$ cat config.mk
export PLATFORM = sky130hd
export DESIGN_NAME = smoothed_signal_table_with_timeouts
export DESIGN_NICKNAME = d
export VERILOG_FILES = /design/src/sst_pkg.sv /design/src/sst_ram.sv /design/src/sst_alu.sv /design/src/smoothed_signal_table_with_timeouts.sv
export SDC_FILE = /design/constraint.sdc
export NUM_CORES = 2
export LEC_CHECK = 0
export BUFFER_PORTS_ARGS = -buffer_cell sky130_fd_sc_hd__buf_2
export CAP_MARGIN = 20
export CORE_MARGIN = 2
export CORE_UTILIZATION = 57
export CTS_BUF_LIST = sky130_fd_sc_hd__clkbuf_16
export DETAILED_ROUTE_END_ITERATION = 6
export GPL_TIMING_DRIVEN = 0
export HOLD_SLACK_MARGIN = 0.03
export PLACE_DENSITY = 0.78
export SKIP_LAST_GASP = 1
export SLEW_MARGIN = 40
export SYNTH_ARGS = -nofsm -noshare
export SYNTH_HDL_FRONTEND = slang
export SYNTH_SLANG_ARGS = --single-unit
$ cat constraint.sdc
create_clock -name clk_i -period 12.3 [get_ports clk_i]
set_input_delay 1.23 -clock clk_i [delete_from_list [all_inputs] [get_ports clk_i]]
set_output_delay 1.23 -clock clk_i [all_outputs]
set_load 0.03 [all_outputs]
$ cat src/sst_pkg.sv
package sst_pkg;

  localparam int SLOTS_DEFAULT = 16;

  localparam int VAL_W   = 32;
  localparam int TIME_W  = 32;
  localparam int ALPHA_W = 17;
  localparam int PROD_W  = 51;

  localparam logic [ALPHA_W-1:0] ALPHA_ONE     = 17'd65536;
  localparam logic [ALPHA_W-1:0] ALPHA_RESET   = 17'd13107;
  localparam logic [TIME_W-1:0]  TIMEOUT_RESET = 32'd1000;

  localparam logic CFG_EMA_ALPHA       = 1'b0;
  localparam logic CFG_DEFAULT_TIMEOUT = 1'b1;

  typedef enum logic [2:0] {
    REQ_UPDATE      = 3'd0,
    REQ_SET         = 3'd1,
    REQ_READ        = 3'd2,
    REQ_SET_TIMEOUT = 3'd3,
    REQ_CHECK       = 3'd4,
    REQ_CLEAR       = 3'd5
  } req_e;

  typedef enum logic [2:0] {
    ST_IDLE,
    ST_FETCH,
    ST_EXEC,
    ST_BLEND,
    ST_SWEEP,
    ST_DRAIN,
    ST_RESP
  } state_e;

  typedef enum logic {
    ALU_AGE,
    ALU_BLEND
  } alu_op_e;

endpackage

$ cat src/sst_ram.sv
module sst_ram #(
  parameter int WIDTH = 32,
  parameter int DEPTH = 16,
  localparam int AW = (DEPTH > 1) ? $clog2(DEPTH) : 1
) (
  input  logic             clk_i,
  input  logic             we_i,
  input  logic [AW-1:0]    waddr_i,
  input  logic [WIDTH-1:0] wdata_i,
  input  logic [AW-1:0]    raddr_i,
  output logic [WIDTH-1:0] rdata_o
);

  logic [WIDTH-1:0] mem_q [DEPTH];
  logic [WIDTH-1:0] rdata_q;

  always_ff @(posedge clk_i) begin
    if (we_i) begin
      mem_q[waddr_i] <= wdata_i;
    end
    rdata_q <= mem_q[raddr_i];
  end

  assign rdata_o = rdata_q;

endmodule

$ cat src/sst_alu.sv
module sst_alu (
  input  logic                                   clk_i,
  input  sst_pkg::alu_op_e                       op_i,
  input  logic        [sst_pkg::VAL_W-1:0]       a_i,
  input  logic        [sst_pkg::VAL_W-1:0]       b_i,
  input  logic        [sst_pkg::TIME_W-1:0]      lim_i,
  input  logic        [sst_pkg::ALPHA_W-1:0]     alpha_i,
  output logic                                   expired_o,
  output logic signed [sst_pkg::PROD_W-1:0]      prod_o
);

  logic                                ext;
  logic        [sst_pkg::VAL_W:0]      diff;
  logic signed [sst_pkg::PROD_W-1:0]   prod_d;
  logic signed [sst_pkg::PROD_W-1:0]   prod_q;

  // shared subtractor: wrapping age, or signed sample - old
  always_comb begin
    ext       = (op_i == sst_pkg::ALU_BLEND);
    diff      = {ext & a_i[sst_pkg::VAL_W-1], a_i} - {ext & b_i[sst_pkg::VAL_W-1], b_i};
    expired_o = diff[sst_pkg::VAL_W-1:0] > lim_i;
    prod_d    = sst_pkg::PROD_W'($signed(diff) * $signed({1'b0, alpha_i}));
  end

  always_ff @(posedge clk_i) begin
    if (op_i == sst_pkg::ALU_BLEND) begin
      prod_q <= prod_d;
    end
  end

  assign prod_o = prod_q;

endmodule

$ cat src/smoothed_signal_table_with_timeouts.sv
// Smoothed signal table: SLOTS slots of signed Q16.16 values with EMA smoothing,
// per-slot timeouts and valid flags.
// Input channel (in_valid_i / in_stall_o) carries one request word; the output
// channel (out_valid_o / out_stall_i) returns exactly one result word per request.
// Config port (cfg_we_i, cfg_idx_i, cfg_wdata_i): 0 ema_alpha, 1 default timeout;
// write only while no request is in flight.
// Requests are handled one at a time by a small sequencer around one shared
// subtract/compare/multiply unit; in_stall_o is high while a request is at work.
// Sequence from accept to result valid: FETCH, EXEC, RESP for most requests; update
// of a valid slot adds BLEND after EXEC, check_timeouts while any slot is valid adds
// SWEEP and DRAIN (the sweep reads one slot per cycle from the time and timeout RAMs).
// A new request is accepted only after the previous one has left RESP for IDLE.
// A finished result sits in the output register; the next request is accepted
// meanwhile, and only its completion waits while out_stall_i is high.
// Reset: all slots invalid, timeouts 1000, alpha 13107, no clearing pass needed.
module smoothed_signal_table_with_timeouts #(
  parameter int SLOTS = sst_pkg::SLOTS_DEFAULT
) (
  input  logic               clk_i,
  input  logic               rst_ni,
  input  logic               cfg_we_i,
  input  logic               cfg_idx_i,
  input  logic [31:0]        cfg_wdata_i,
  input  logic               in_valid_i,
  output logic               in_stall_o,
  input  logic [2:0]         req_type_i,
  input  logic [7:0]         slot_id_i,
  input  logic signed [31:0] sample_value_i,
  input  logic signed [31:0] default_value_i,
  input  logic [31:0]        timeout_value_i,
  input  logic [31:0]        now_ms_i,
  output logic               out_valid_o,
  input  logic               out_stall_i,
  output logic signed [31:0] read_value_o,
  output logic               slot_valid_o,
  output logic               any_valid_o,
  output logic               id_ok_o
);

  localparam int AW = (SLOTS > 1) ? $clog2(SLOTS) : 1;
  localparam int VW = sst_pkg::VAL_W;
  localparam int PW = sst_pkg::PROD_W;

  sst_pkg::state_e state_q, state_d;

  logic [sst_pkg::ALPHA_W-1:0] alpha_q, alpha_eff;
  logic [31:0]                 dto_q;
  logic [31:0]                 fill_q, fill_d;
  logic [SLOTS-1:0]            valid_q, valid_d;
  logic [SLOTS-1:0]            tset_q, tset_d;
  logic                        any_q, any_d;
  logic                        still_q, still_d;
  logic [AW-1:0]               cnt_q, cnt_d;
  logic [AW-1:0]               chk_idx_q;
  logic                        chk_vld_q;

  sst_pkg::req_e req_q;
  logic [7:0]    id_q;
  logic [31:0]   sample_q, dflt_q, tmo_q, now_q;
  logic [AW-1:0] idx;
  logic          in_range;

  logic          out_vld_q, out_vld_d;
  logic [31:0]   rv_q, rv_d;
  logic          sv_q, sv_d, av_q, av_d, ok_q, ok_d;

  logic          val_we, time_we, tmo_we;
  logic [VW-1:0] val_wdata;
  logic [AW-1:0] raddr;
  logic [VW-1:0] val_rd, time_rd, tmo_rd;

  sst_pkg::alu_op_e     alu_op;
  logic [VW-1:0]        alu_a, alu_b, alu_lim;
  logic                 expired;
  logic signed [PW-1:0] prod;
  logic signed [PW-1:0] sum;
  logic signed [PW-1:0] quo;

  logic accept;

  assign accept    = in_valid_i && (state_q == sst_pkg::ST_IDLE);
  assign idx       = id_q[AW-1:0];
  assign in_range  = {1'b0, id_q} < 9'(SLOTS);
  assign alpha_eff = (alpha_q > sst_pkg::ALPHA_ONE) ? sst_pkg::ALPHA_ONE : alpha_q;
  assign raddr     = (state_q == sst_pkg::ST_SWEEP) ? cnt_q : idx;

  sst_ram #(.WIDTH(VW), .DEPTH(SLOTS)) u_val_ram (
    .clk_i   (clk_i),
    .we_i    (val_we),
    .waddr_i (idx),
    .wdata_i (val_wdata),
    .raddr_i (raddr),
    .rdata_o (val_rd)
  );

  sst_ram #(.WIDTH(VW), .DEPTH(SLOTS)) u_time_ram (
    .clk_i   (clk_i),
    .we_i    (time_we),
    .waddr_i (idx),
    .wdata_i (now_q),
    .raddr_i (raddr),
    .rdata_o (time_rd)
  );

  sst_ram #(.WIDTH(VW), .DEPTH(SLOTS)) u_tmo_ram (
    .clk_i   (clk_i),
    .we_i    (tmo_we),
    .waddr_i (idx),
    .wdata_i (tmo_q),
    .raddr_i (raddr),
    .rdata_o (tmo_rd)
  );

  sst_alu u_alu (
    .clk_i     (clk_i),
    .op_i      (alu_op),
    .a_i       (alu_a),
    .b_i       (alu_b),
    .lim_i     (alu_lim),
    .alpha_i   (alpha_eff),
    .expired_o (expired),
    .prod_o    (prod)
  );

  // old*2^16 + alpha*(sample-old), then divide by 2^16 toward zero
  always_comb begin
    sum = ($signed({{(PW-VW){val_rd[VW-1]}}, val_rd}) <<< 16) + prod;
    quo = sum >>> 16;
    if (sum[PW-1] && (sum[15:0] != 16'd0)) begin
      quo = quo + PW'(1);
    end
  end

  always_comb begin
    state_d   = state_q;
    fill_d    = fill_q;
    valid_d   = valid_q;
    tset_d    = tset_q;
    any_d     = any_q;
    still_d   = still_q;
    cnt_d     = cnt_q;
    val_we    = 1'b0;
    time_we   = 1'b0;
    tmo_we    = 1'b0;
    val_wdata = sample_q;
    alu_op    = sst_pkg::ALU_AGE;
    alu_a     = now_q;
    alu_b     = time_rd;
    alu_lim   = tset_q[chk_idx_q] ? tmo_rd : fill_q;
    out_vld_d = out_vld_q && out_stall_i;
    rv_d      = rv_q;
    sv_d      = sv_q;
    av_d      = av_q;
    ok_d      = ok_q;

    if (chk_vld_q && valid_q[chk_idx_q]) begin
      if (expired) begin
        valid_d[chk_idx_q] = 1'b0;
      end else begin
        still_d = 1'b1;
      end
    end

    unique case (state_q)
      sst_pkg::ST_IDLE: begin
        if (accept) begin
          state_d = sst_pkg::ST_FETCH;
        end
      end
      sst_pkg::ST_FETCH: begin
        state_d = sst_pkg::ST_EXEC;
      end
      sst_pkg::ST_EXEC: begin
        state_d = sst_pkg::ST_RESP;
        case (req_q) inside
          sst_pkg::REQ_UPDATE, sst_pkg::REQ_SET: begin
            if (in_range) begin
              if (req_q == sst_pkg::REQ_UPDATE && valid_q[idx]) begin
                alu_op  = sst_pkg::ALU_BLEND;
                alu_a   = sample_q;
                alu_b   = val_rd;
                state_d = sst_pkg::ST_BLEND;
              end else begin
                val_we       = 1'b1;
                time_we      = 1'b1;
                valid_d[idx] = 1'b1;
                any_d        = 1'b1;
              end
            end
          end
          sst_pkg::REQ_SET_TIMEOUT: begin
            if (in_range) begin
              tmo_we      = 1'b1;
              tset_d[idx] = 1'b1;
            end
          end
          sst_pkg::REQ_CHECK: begin
            if (any_q) begin
              cnt_d   = '0;
              still_d = 1'b0;
              state_d = sst_pkg::ST_SWEEP;
            end
          end
          sst_pkg::REQ_CLEAR: begin
            valid_d = '0;
            tset_d  = '0;
            fill_d  = dto_q;
            any_d   = 1'b0;
          end
          default: begin
          end
        endcase
      end
      sst_pkg::ST_BLEND: begin
        val_we       = 1'b1;
        val_wdata    = quo[VW-1:0];
        time_we      = 1'b1;
        valid_d[idx] = 1'b1;
        any_d        = 1'b1;
        state_d      = sst_pkg::ST_RESP;
      end
      sst_pkg::ST_SWEEP: begin
        cnt_d = cnt_q + AW'(1);
        if (cnt_q == AW'(SLOTS - 1)) begin
          state_d = sst_pkg::ST_DRAIN;
        end
      end
      sst_pkg::ST_DRAIN: begin
        any_d   = still_d;
        state_d = sst_pkg::ST_RESP;
      end
      sst_pkg::ST_RESP: begin
        if (!out_vld_q || !out_stall_i) begin
          out_vld_d = 1'b1;
          av_d      = any_q;
          rv_d      = '0;
          sv_d      = 1'b0;
          ok_d      = 1'b0;
          case (req_q) inside
            sst_pkg::REQ_UPDATE, sst_pkg::REQ_SET, sst_pkg::REQ_SET_TIMEOUT: begin
              ok_d = in_range;
              sv_d = in_range && valid_q[idx];
            end
            sst_pkg::REQ_READ: begin
              ok_d = in_range;
              sv_d = in_range && valid_q[idx];
              rv_d = (in_range && valid_q[idx]) ? val_rd : dflt_q;
            end
            sst_pkg::REQ_CHECK, sst_pkg::REQ_CLEAR: begin
              ok_d = 1'b1;
            end
            default: begin
            end
          endcase
          state_d = sst_pkg::ST_IDLE;
        end
      end
      default: begin
        state_d = sst_pkg::ST_IDLE;
      end
    endcase
  end

  always_ff @(posedge clk_i or negedge rst_ni) begin
    if (!rst_ni) begin
      state_q   <= sst_pkg::ST_IDLE;
      alpha_q   <= sst_pkg::ALPHA_RESET;
      dto_q     <= sst_pkg::TIMEOUT_RESET;
      fill_q    <= sst_pkg::TIMEOUT_RESET;
      valid_q   <= '0;
      tset_q    <= '0;
      any_q     <= 1'b0;
      still_q   <= 1'b0;
      cnt_q     <= '0;
      chk_idx_q <= '0;
      chk_vld_q <= 1'b0;
      out_vld_q <= 1'b0;
    end else begin
      state_q   <= state_d;
      fill_q    <= fill_d;
      valid_q   <= valid_d;
      tset_q    <= tset_d;
      any_q     <= any_d;
      still_q   <= still_d;
      cnt_q     <= cnt_d;
      chk_idx_q <= cnt_q;
      chk_vld_q <= (state_q == sst_pkg::ST_SWEEP);
      out_vld_q <= out_vld_d;
      if (cfg_we_i) begin
        unique case (cfg_idx_i)
          sst_pkg::CFG_EMA_ALPHA:       alpha_q <= cfg_wdata_i[sst_pkg::ALPHA_W-1:0];
          sst_pkg::CFG_DEFAULT_TIMEOUT: dto_q   <= cfg_wdata_i;
          default: begin
          end
        endcase
      end
    end
  end

  always_ff @(posedge clk_i) begin
    if (accept) begin
      req_q    <= sst_pkg::req_e'(req_type_i);
      id_q     <= slot_id_i;
      sample_q <= sample_value_i;
      dflt_q   <= default_value_i;
      tmo_q    <= timeout_value_i;
      now_q    <= now_ms_i;
    end
    rv_q <= rv_d;
    sv_q <= sv_d;
    av_q <= av_d;
    ok_q <= ok_d;
  end

  assign in_stall_o   = (state_q != sst_pkg::ST_IDLE);
  assign out_valid_o  = out_vld_q;
  assign read_value_o = rv_q;
  assign slot_valid_o = sv_q;
  assign any_valid_o  = av_q;
  assign id_ok_o      = ok_q;

  a_any_covers_valid: assert property (@(posedge clk_i) disable iff (!rst_ni)
    !any_q |-> (valid_q == '0))
    else $error("valid slot while summary flag clear");

  a_valid_hold: assert property (@(posedge clk_i) disable iff (!rst_ni)
    (state_q == sst_pkg::ST_IDLE || state_q == sst_pkg::ST_RESP ||
     state_q == sst_pkg::ST_FETCH) |=> (valid_q == $past(valid_q)))
    else $error("valid flags changed outside an executing step");

  a_sweep_no_set: assert property (@(posedge clk_i) disable iff (!rst_ni)
    (state_q == sst_pkg::ST_SWEEP || state_q == sst_pkg::ST_DRAIN) |=>
    ((valid_q & ~$past(valid_q)) == '0))
    else $error("sweep raised a valid flag");

endmodule
## Yosys cells after proc, flatten, opt, wreduce, memory -nomap -nowiden

Memory sizes are Yosys's and may differ from the RTL's. A register that Yosys moved wholly into a read port is not among the register bits.
Cells that the tools add are included.

| storage, ports and cells | value |
|---|---|
| flip-flop bits (word level) | 353 |
| latch bits | 0 |
| RAM bits | 1,536 |
| memory bits (read-only) | 0 |
| input bits | 177 |
| output and inout port bits | 37 |
| word-level logic and storage cells | 195 |
| memories | 3 |

Memories:

| name | depth | bits a word | rd ports | clocked after memory_dff | write ports | line | source |
|---|---|---|---|---|---|---|---|
| u_time_ram.mem_q | 16 | 32 | 1 | 1 | 1 | sst_ram.sv:14 | `logic [WIDTH-1:0] mem_q [DEPTH];` |
| u_tmo_ram.mem_q | 16 | 32 | 1 | 1 | 1 | sst_ram.sv:14 |  |
| u_val_ram.mem_q | 16 | 32 | 1 | 1 | 1 | sst_ram.sv:14 |  |

| operators by class | value |
|---|---|
| add/subtract/negate cells | 4 |
| multipliers | 1 |
| div/mod/pow operators | 0 |
| order comparisons | 7 |
| equality and inequality tests | 26 |
| shift operators | 0 |
| multiplexer cells | 89 |
| bitwise operators | 11 |
| reductions and logical operators | 31 |

Operator list:

| kind | count |
|---|---|
| 32-bit 2-to-1 mux | 12 |
| 16-bit 2-to-1 mux | 12 |
| 48-bit by 51-bit adder with 51-bit output | 1 |
| 33-bit by 18-bit multiplier with 51-bit output | 1 |
| 1-bit 2-to-1 mux | 40 |
| 33-bit subtractor | 1 |
| 32-bit by 2-bit adder with 32-bit output (second input constant) | 1 |
| 32-bit greater-than comparator | 1 |
| 16-bit bitwise OR | 2 |
| 16-bit case mux with 2 select lines | 1 |
| 3-bit 2-to-1 mux | 7 |
| 4-bit 2-to-1 mux | 5 |
| 2-bit inequality test (second input constant) | 9 |
| 3-bit case mux with 6 select lines | 1 |
| 17-bit greater-than comparator (second input constant) | 1 |
| 17-bit 2-to-1 mux | 1 |
| 16-bit AND | 1 |
| 16-bit NOT | 1 |
| 16-bit nonzero test | 1 |
| 3-bit equality test (second input constant) | 5 |
| 3-bit inequality test (second input constant) | 5 |
| 5-bit AND reduction | 3 |
| 1-bit binary-select mux with 4-bit select | 3 |
| 3-bit by 2-bit equality test with 1-bit output (second input constant) | 4 |
| other kinds (25) | 50 |

## Depth between registers and ports, before layout

| depth | value |
|---|---|
| depth after elaboration | 17 |
| mapped depth | 47 |
| depth with buffers taken out | 42 |

## Hierarchy

Synthesis repeated with hierarchy kept, for this count alone.

| second synthesis, totals | value |
|---|---|
| cell total of the unflattened synthesis | 6,676 |
| area total of the unflattened synthesis | 99,541.7 um2 |

Modules (own cells, without submodules):

| module | instances | cells each | area each (um2) | seq. area each (um2) |
|---|---|---|---|---|
| sst_ram (u_tmo_ram ...) | 2 | 838 | 19,835.3 | 16,015.4 |
| sst_alu | 1 | 2,657 | 23,978.0 | 1,531.5 |
| sst_ram (u_time_ram) | 1 | 838 | 19,836.5 | 16,015.4 |
| smoothed_signal_table_with_timeouts | 1 | 1,505 | 16,056.6 | 8,453.1 |

## Least setup slack after synthesis

Ideal clock, no wire load.

| timing path | value |
|---|---|
| kind | register -> register |
| start | reg id_q[0] |
| end | reg u_alu.prod_q (netlist bit u_alu.prod_o[47]) (data pin) |
| library setup time | 259 ps |
| arrival time | 11,398 ps |
| data required time | 12,041 ps |
| slack | 643 ps |
| cell stages (with the launch flop) | 45 |
| path buffers | 4 |
| clock period less this slack | 11,657 ps |
| path through | edfxtp_1 > buf_2 > mux4_2 > mux4_2 > nand2_1 > nor2_1 > nand2_1 > nor3_1 > clkbuf_1 > buf_2 > mux2i_1 > ha_1 > fa_1 > nand2b_1 > a21boi_0 > o21ai_0 > a21oi_1 > a311o_1 > [9 not listed] > fa_1 > inv_1 > fa_1 > fa_1 > inv_1 > fa_1 > inv_1 > ha_1 > and3_1 > a31oi_1 > o21ai_0 > a2111oi_0 > a21oi_1 > o32ai_1 > o21ai_1 > a211o_1 > a21oi_1 > xnor2_1 |

| between the ends | value |
|---|---|
| longest elaborated chain between the ends | 10 |
| elaborated cells on any way between the ends | 20 |
| classes of those cells | 1 x add/sub; 1 x mul; 1 x order compare; 14 x mux; 2 x bitwise; 1 x reduce/logical |

RTL lines:

| item | line | source |
|---|---|---|
| start: declaration | smoothed_signal_table_with_timeouts.sv:58 | `logic [7:0] id_q;` |
| start signal: assignment | smoothed_signal_table_with_timeouts.sv:303 | `id_q <= slot_id_i;` |
| 1-bit binary-select mux with 4-bit select | smoothed_signal_table_with_timeouts.sv:178 | `if (req_q == sst_pkg::REQ_UPDATE && valid_q[idx]) begin` |
| 1-bit 2-to-1 mux (not written as such) | smoothed_signal_table_with_timeouts.sv:178 |  |
| 1-bit logical AND | smoothed_signal_table_with_timeouts.sv:178 |  |
| 1-bit 2-to-1 mux | smoothed_signal_table_with_timeouts.sv:178 |  |
| 1-bit 2-to-1 mux * | smoothed_signal_table_with_timeouts.sv:177 | `if (in_range) begin` |
| 1-bit 2-to-1 mux * | smoothed_signal_table_with_timeouts.sv:175 | `case (req_q) inside` |
| 1-bit 2-to-1 mux * | smoothed_signal_table_with_timeouts.sv:164 | `unique case (state_q)` |
| via alu_op | smoothed_signal_table_with_timeouts.sv:72 | `sst_pkg::alu_op_e alu_op;` |
| 1-bit AND | sst_alu.sv:20 | `diff = {ext & a_i[sst_pkg::VAL_W-1], a_i} - {ext & b_i[sst_pkg::VAL_W-1], b_i};` |
| 33-bit subtractor * | sst_alu.sv:20 |  |
| 33-bit by 18-bit multiplier with 51-bit output * | sst_alu.sv:22 | `prod_d = sst_pkg::PROD_W'($signed(diff) * $signed({1'b0, alpha_i}));` |
| via u_alu.prod_d, one bit | sst_alu.sv:14 | `logic signed [sst_pkg::PROD_W-1:0] prod_d;` |
| end signal: assignment | sst_alu.sv:27 | `prod_q <= prod_d;` |
| end: declaration | sst_alu.sv:15 | `logic signed [sst_pkg::PROD_W-1:0] prod_q;` |

Mark *: on every way through the listed nets, which the timed path passes. The rest lies on a longest branch. The select of a mux whose other input is x is not followed.
A chain may end at the register's enable or synchronous reset.

## Final worst setup path

| timing path | value |
|---|---|
| start | reg id_q[0] |
| end | reg u_alu.prod_q (netlist bit u_alu.prod_o[47]) (data pin) |

| between the ends | value |
|---|---|
| longest elaborated chain between the ends | 10 |
| elaborated cells on any way between the ends | 20 |
| classes of those cells | 1 x add/sub; 1 x mul; 1 x order compare; 14 x mux; 2 x bitwise; 1 x reduce/logical |

RTL lines:

| item | line |
|---|---|
| 1-bit binary-select mux with 4-bit select | smoothed_signal_table_with_timeouts.sv:178 |
| 1-bit 2-to-1 mux (not written as such) | smoothed_signal_table_with_timeouts.sv:178 |
| 1-bit logical AND | smoothed_signal_table_with_timeouts.sv:178 |
| 1-bit 2-to-1 mux or 32-bit 2-to-1 mux (tied branches) | smoothed_signal_table_with_timeouts.sv:178 |
| 1-bit 2-to-1 mux or 32-bit 2-to-1 mux (tied branches) | smoothed_signal_table_with_timeouts.sv:177 |
| 1-bit 2-to-1 mux or 32-bit 2-to-1 mux (tied branches) | smoothed_signal_table_with_timeouts.sv:175 |
| 1-bit 2-to-1 mux or 32-bit 2-to-1 mux (tied branches) | smoothed_signal_table_with_timeouts.sv:164 |
| 1-bit AND | sst_alu.sv:20 |
| 33-bit subtractor * | sst_alu.sv:20 |
| 33-bit by 18-bit multiplier with 51-bit output * | sst_alu.sv:22 |
| via u_alu.prod_d, one bit | sst_alu.sv:14 |

Marked as above.

==> impl_results.md <==
- Number of flops mapped to enable cells by yosys: 1761
- Max stage delay cell, worst path: fa_1
- CP max stage delay: 0.61 ns
- Final hold vios: 0
- Residual DRC count: 2
- DRT Pass-1 Iters: 7
- Die extent in y: 420.7 µm
- Final worst path period share: 97.52%
- Most used cell, CP: fa_1
- Status: finished, violations left
- Maximum number of pins on one net before global-route repair: 76
- Area growth from synthesis to layout: 14.32%
- Final setup skew: 0.08418 ns
- Syn Area/Cell: 14.91 µm²
- Post-DP HPWL: 217300 µm
- Synth warnings: 0
- IO buf count: 213
- Initial Util: 57.50%
- Bufs on Longest Clock Path: 3
- Async SR Flop Fraction: 6.448%
- Ports: 214
- Die area: 177000 µm²
- Syn nets: 7570
- Gr usage total: 35.44%
- CP Class: reg2reg
- Root buf cell: clkbuf_16
- Share of cells above drive strength 1: 20.33%
- Worst hold path type: in2async
- CTS Buf Count: 186
- Worst setup EP type: flip-flop
- Max Transition Viols Final: 0
- Yosys cell types: 94
- Predominant post-synthesis flop cell: edfxtp_1
- Critical Path AT: 12.58 ns
- Die width: 420.7 µm
- Final RePlAce weighted congestion: 1.019
- Core area: 172100 µm²
- First-pass GRT wire length: 441300 µm
- Final Critical Period: 12.00 ns
- Post-Synthesis Cells: 6635
- Number of global-route vias before repair: 64250
- Slew @ Worst Pin: 0.9422 ns
- Post-Route WL: 308500 µm
- Util after Layout: 65.73%
- CTS tree: yes
- Slew HR: 37.19%
- Placed cells: 9310
- F_max: 0.08336 GHz
- Routed WL per cell: 31.83 µm
- Setup TNS: 0 ns
- Max-cap violations: 0
- Detailed Route Iter0 Violations: 9372
- Via density: 6.485
- CP Max Fanout: 10
- Finished Layout Cells: 9692
- Post-Syn Area: 98960 µm²
- Clock slew seen by the registers of the worst setup and hold paths: 0.06 ns
- Via count: 62850
- CP Data Required Time: 12.88 ns
- R2R setup slack: 0.30 ns
- Initial antenna violation count: 20
- Setup Viol. Count Final: 0
- Routed Antenna Nets: 0
- CP startpoint kind: flip-flop
- Clock Sinks: 1985
- H-tree lvl count: 4
- Worst-Skew Late Latency: 0.88 ns
- Layout fillers: 11450
- Post-layout nets: 8147
- Gr ovfl total: 0
- Register area share after synthesis: 58.64%
- Row count: 152
- Synth Register Bits: 1985
- Failing checks: design-rule violations
## per-layer routing
metal	wire length, µm	GRT usage [%]
met3	37010	9.789
met4	26500	24.93
met2	141000	54.49
met5	105	0
met1	103900	43.71
## placed cells by master, fill, tap and decap left out, types with 32 or more instances in the layout
cell and n:
a211oi_1 111, a21o_1 77, a21oi_1 124, a31oi_1 97
and2_1 121, buf_16 49, buf_2 266, buf_4 41
buf_8 77, clkbuf_1 171, clkbuf_16 187, clkbuf_2 42
clkinv_1 39, dfrtp_1 108, dfxtp_1 94, edfxtp_1 1761
fa_1 535, ha_1 217, inv_1 742, mux2_2 115
mux2i_1 100, mux4_2 399, nand2_1 592, nand3_1 36
nand4_1 35, nor2_1 416, nor2_4 34, o21a_1 35
o21ai_0 77, o21ai_2 32, xnor2_1 59, xor2_1 41
## flip-flops by register name (all words and copies together) (netlist names), 3 cells and up
signal              flops
req_q                   3
u_alu.prod_o           51
u_val_ram.mem_q       512
cnt_q                   4
dto_q                  32
chk_idx_q               4
now_q                  32
id_q                    8
u_time_ram.mem_q      512
tset_q                 16
state_q                 3
valid_q                16
u_tmo_ram.rdata_o      32
u_time_ram.rdata_o     32
u_tmo_ram.mem_q       512
dflt_q                 32
u_val_ram.rdata_o      32
alpha_q                17
sample_q               32
tmo_q                  32
read_value_o           32
fill_q                 32
## logic make-up after synthesis
kind of cell	synth area share [%]
xor+xnor	1.120
fa+ha+maj	13.67
flops	58.64
simple gates	6.489
mux	11.43
compound gates	4.720
buf+inv	3.933
## final timing paths
check,endpoint,from,depth (start not counted)
min in group clk_i,fill_q[12],dto_q[12],1
setup / recovery,u_alu.prod_o[47],id_q[0],43
max in group asynchronous,fill_q[2],rst_ni,3
hold reg to reg,fill_q[12],dto_q[12],1
setup reg to reg,u_alu.prod_o[47],id_q[0],43
hold / removal,dto_q[27],rst_ni,2
## timing repair
action	in CTS	in global routing
gates resized for setup	44	56
endpoints found under the setup margin	27	18
cloned	0	0
pin swaps	8	12
buffers inserted	11	20
hold buffers	0	0
## area by class of cell
class / instances / area (µm²) / area share (%)
multi-input combinational: 3637 / 38020 / 33.60
clock buffer: 187 / 4679 / 4.136
sequential: 1985 / 58030 / 51.30
inverter: 707 / 2674 / 2.363
timing repair buffer: 397 / 4125 / 3.646
buffer: 298 / 1321 / 1.168
antenna: 8 / 20.02 / 0.01770
tap: 2310 / 2890 / 2.555
clock inverter: 163 / 1374 / 1.214
## cell usage after synthesis (all sizes together), types with 108 or more instances
cell	number	area (µm²)
a211oi	113	858.3
a21oi	130	654.4
a31oi	113	721.9
and2	128	800.8
clkbuf	223	837.1
dfrtp	108	2703
edfxtp	1761	52880
fa	538	10770
ha	220	2753
inv	702	2635
mux2	115	1295
mux4	399	8986
nand2	593	2228
nor2	451	1695
o21ai	119	610.6
## stage by stage
step | setup slack [ns] | cell area [µm²] | hold WS (ns)
4_1_cts | -0.004105 | 112600 | 0.3486
2_1_floorplan | 0.6426 | 98960 | 0.4098
6_report | 0.3045 | 113100 | 0.3747
3_3_place_gp | -4.035 | 102900 | 0.4411
3_5_place_dp | -1.938 | 106300 | 0.4783
5_1_grt | -0.06544 | 113100 | 0.3672
## worst max-delay path: cells and delay by family, from the launching register on
family	cells	cell delay [ns]
xor gates and xnor gates	1	0.10
AOI/OAI and AO/OA	14	3.35
and+or+nand+nor	7	1.04
muxes	4	1.48
DFF	1	0.48
buffers and inverters	9	1.46
adders and majority gates	8	3.79
Power is not shown: default switching activity piles up to over one toggle a cycle in this logic, so the estimate is an artifact.
